--- config.mk ---
export PLATFORM = sky130hd
export DESIGN_NAME = fmprt_ram
export DESIGN_NICKNAME = d
export VERILOG_FILES = /design/src/hdl/fmprt_ram.sv
export SDC_FILE = /design/constraint.sdc
export NUM_CORES = 1
export LEC_CHECK = 0
export BUFFER_PORTS_ARGS = -buffer_cell sky130_fd_sc_hd__buf_2
export CAP_MARGIN = 20
export CORE_UTILIZATION = 55
export DETAILED_ROUTE_END_ITERATION = 10
export PLACE_DENSITY = 0.71
export SYNTH_ARGS = -nofsm -noshare
export SYNTH_HDL_FRONTEND = slang
export SYNTH_SLANG_ARGS = --single-unit
--- constraint.sdc ---
create_clock -name clk -period 5.71 [get_ports clk]
set_input_delay 0.571 -clock clk [delete_from_list [all_inputs] [get_ports clk]]
set_output_delay 0.571 -clock clk [all_outputs]
set_load 0.02 [all_outputs]
--- src/hdl/fmprt_ram.sv ---
// ----------------------------------------------------------------------------
// fmprt_ram
// generic single write port, single read port ram with registered read
// ----------------------------------------------------------------------------
`default_nettype none

module fmprt_ram #(
    parameter int WIDTH = 8,
    parameter int DEPTH = 64
) (
    input  wire logic                                    clk,
    input  wire logic                                    wr_en,
    input  wire logic [((DEPTH > 1) ? $clog2(DEPTH) : 1)-1:0] wr_addr,
    input  wire logic [WIDTH-1:0]                        wr_data,
    input  wire logic                                    rd_en,
    input  wire logic [((DEPTH > 1) ? $clog2(DEPTH) : 1)-1:0] rd_addr,
    output logic      [WIDTH-1:0]                        rd_data
);

    logic [WIDTH-1:0] mem [DEPTH];

    always_ff @(posedge clk)
    begin
        if (wr_en)
        begin
            mem[wr_addr] <= wr_data;
        end
        if (rd_en)
        begin
            rd_data <= mem[rd_addr];
        end
    end

endmodule

`default_nettype wire

Word-level counts from Yosys, hierarchy flattened

Memories as Yosys holds them, arrays and structs flattened. A register that Yosys moved wholly into a read port is not among the register bits.
Index checks and enable logic that the tools add are counted.

Flip-flop bits (word level): 0
Latch bits: 0
RAM bits: 512
ROM bits: 0
Output and inout bits: 8
Memories kept: 1

Memory list:

| name | words | bits a word | rd ports | clocked after memory_dff | write ports | RTL line | RTL |
|---|---|---|---|---|---|---|---|
| mem  | 64    | 8           | 1        | 1                        | 1           | 20       | `logic [WIDTH-1:0] mem [DEPTH];` |

Add/subtract/negate cells: 0
Multipliers: 0
Div/mod/pow operators: 0
Order comparisons: 0
Equal/unequal tests: 0
Shift operators: 0
Muxes and demuxes: 2
Bitwise operators: 0
Reductions and logical operators: 0

Operators with widths:

| operator          | count |
|---|---|
| two-way mux 1 bit | 2 |

Longest topological paths before layout

Word-level depth: 2
Gate-level depth with buffers: 9
Gate-level depth less buffers: 5

Least setup slack after synthesis

No wires, ideal clock.

Path kind: input -> register
From: in rd_addr[1] in the netlist's numbering
To: reg rd_data[3] (read register of mem), data pin
Library setup time: 0.266 ns
Arrival: 2.111 ns
Path slack: 3.333 ns
Stages on the path: 7
Path buffers: 3
Cell sequence: buf_4 -> buf_2 -> buf_2 -> mux4_2 -> mux4_2 -> o21ai_1 -> o41ai_1

RTL lines:

| element     | RTL line | RTL |
|---|---|---|
| from (decl) | 16       | `input wire logic [((DEPTH > 1) ? $clog2(DEPTH) : 1)-1:0] rd_addr,` |
| to (decl)   | 17       | `output logic [WIDTH-1:0] rd_data` |

==> key figures <==
Status
  • Outcome: complete, no violations

Timing
  • Worst rel slew slack: 25.2%
  • Setup total negative slack: 0 ps
  • Max-slew violation total from the final report: 0
  • RSZ-0062 raised after global routing: no
  • Final period utilization: 48.7%
  • Final worst path period need: 2780 ps
  • Final setup fails: 0
  • Max Clk Rate: 360 MHz
  • Final Skew: 13.1 ps
  • Final Hold Fails: 0
  • Worst slew pin tran: 1120 ps

Detailed routing
  • Routed vias: 9610
  • DR iter-0 viols: 1028
  • Per-cell routed wire length: 28.1 um
  • Vias per cell: 6.46
  • First-pass iteration count of the detailed router: 5
  • Antenna Violating Nets Remaining: 0
  • Drt drc: 0
  • Routed WL: 41800 um

Logic synthesis
  • Yosys warns: 0
  • Area contributors post-synth: edfxtp_1 77%, mux4_2 14%, nor2_1 1.5%
  • Sequential area share after synthesis: 77.1%
  • Number of flops mapped to enable cells by yosys: 520
  • Syn nets: 963
  • Synth top cells by count: 520 x edfxtp_1, 126 x mux4_2, 83 x nor2_1
  • Count of unique library cells instantiated by Yosys: 39
  • Count leader, synth: edfxtp_1
  • Yosys reg bits: 520
  • Syn_area_per_cell: 21.5 um^2
  • Yosys top cell area share: 77.1%
  • Cells after Synth: 940
  • Synthesized cell area: 0.0202 mm^2
  • Most used flip-flop cell after synthesis: edfxtp_1
  • Async SR Flop Fraction: 0%
  • Cell taking the most area after synthesis: edfxtp_1

Floorplanning
  • Initial Util: 56.4%
  • Core box area: 0.0359 mm^2
  • Site row count: 69
  • Die width: 194 um
  • Die Area: 0.0376 mm^2
  • Num ports: 31
  • Die height: 194 um

Clock tree
  • CTS Root Cell: clkbuf_16
  • # H-tree levels: 2
  • Sink Count: 520
  • CTS clock-pin slew for the worst setup and hold paths: 60 ps
  • Hold buffer count at cts: 0
  • CTS Buffer Depth: 3
  • CTS buffer count: 50
  • Post-CTS Resized: 0
  • Worst-Skew Late Latency: 560 ps
  • CTS tree: built
  • Post-CTS setup buffer count: 0

GRT
  • GRT Total Usage: 22.7%
  • Number of global-route vias before repair: 9544
  • Total gr overflow: 0
  • Initial antenna violation count: 4
  • Pin count of the biggest net entering global routing: 67
  • First-pass GRT wire length: 61800 um

Setup path
  • CP Cell Sequence: buf_4 > buf_4 > mux4_2 > mux4_2 > o21ai_0 > nand2_1
  • Critical path depth: 6
  • Reg-to-reg critical path endpoint: rd_data[3]
  • Data arrival, critical path: 3060 ps
  • CP required: 5990 ps
  • Worst r2r src: mem[2][3]
  • Crit path buffers/inverters: 2
  • Crit path to: rd_data[7]
  • R2R depth: 4
  • Crit Path Category: input port to flip-flop
  • Slowest CP cell: buf_4
  • CP max stage delay: 620 ps
  • Worst Setup SP: rd_addr[1]
  • Worst Setup End Kind: flip-flop
  • Worst R2R Setup Slack: 3500 ps
  • Setup crit start kind: input port
  • Delay-heaviest family, CP: buffers and inverters
  • Critical-path maximum fanout: 53

Min path
  • Hold Crit Class: input port to flip-flop

Placed design
  • PortBufs: 30
  • Routability cong.: 0.790
  • Placed Area: 0.0208 mm^2
  • Hpwl dp: 24900 um

Power
  • P per Cell Area: 342 mW/mm^2
  • Static Leak: 6.92 nW
  • Final Power: 7.64 mW
  • VDD IR-drop max: 0.241 mV

Cells and area
  • Fillers: 2436
  • Synth-to-Final Area Change: 10.5%
  • Ratio of cells with drive above 1 in the final layout: 24.7%
  • Layout Nets: 1011
  • Fin area: 0.0224 mm^2

Job
  • Max-cap viol count: 0
==> sequential cells by signal, indices dropped and copies added, names as in the netlist <==
register  flops
mem         512
rd_data       8
==> stage by stage <==
stage,hold slack [ps],util [%],cells,worst slack (ps)
CTS,379,62.0,1483,2870
global route,335,62.3,1487,2750
finish,346,62.3,1488,2930
global placement,889,57.9,1392,2290
detailed placement,892,57.9,1393,2270
floorplan,670,-,940,3330
==> cells in the final DEF, fill, tap and decap left out, types with 14 or more instances in the layout <==
master,n
edfxtp_1,520
mux4_2,126
nor2_1,83
clkbuf_16,51
buf_2,27
mux2i_1,23
nand2_1,19
clkinv_1,15
nor2b_1,14
==> logic make-up after synthesis <==
group,count (synthesis),synth area share [%]
DFF,520,77.1
muxes,162,15.9
buffers and inverters,51,1.56
and+or+nand+nor,153,3.37
AOI/OAI and AO/OA,54,2.06
==> worst min-delay path by stage <==
stage / start / endpoint / slack [ps] / cells after the start
after floorplan: wr_data[0] / mem[0][0] / 670 / 0
after global placement: mem[22][0] / rd_data[0] / 890 / 4
after detailed placement: mem[18][1] / rd_data[1] / 890 / 4
after CTS: rd_en / rd_data[7] / 380 / 1
after global routing: wr_data[4] / mem[10][4] / 340 / 1
final: wr_data[4] / mem[9][4] / 350 / 1
==> cell type report <==
cell class | instances | area (um^2) | area share [%]
Sequential cell | 520 | 15600 | 69.8
Multi-Input combinational cell | 369 | 4320 | 19.3
Clock buffer | 61 | 1310 | 5.87
Tap cell | 461 | 577 | 2.58
Timing Repair Buffer | 47 | 379 | 1.70
Clock inverter | 29 | 163 | 0.727
Antenna cell | 1 | 2.50 | 0.0112
==> layer usage <==
layer	vias up	part of all wire [%]	global-route usage [%]
li1	4029	-	-
met1	5012	41	33.7
met4	6	2.4	6.64
met3	83	8.7	4.09
met2	480	48	35.2
met5	-	0.089	0
==> worst register-to-register path, stage by stage (launching register included) <==
cell	delay (ps)
edfxtp_1	370
mux4_2	460
nor2b_1	140
a2111oi_0	780
o41ai_1	190
==> power by group <==
part | internal [mW] | total [mW] | leakage [nW] | switching (mW)
Combinational | 0.146 | 0.381 | 1.52 | 0.235
Sequential | 4.23 | 4.24 | 4.69 | 0.0105
Clock | 1.67 | 3.02 | 0.718 | 1.34
Total | 6.05 | 7.64 | 6.92 | 1.59
(Power assumes the default switching activity.)
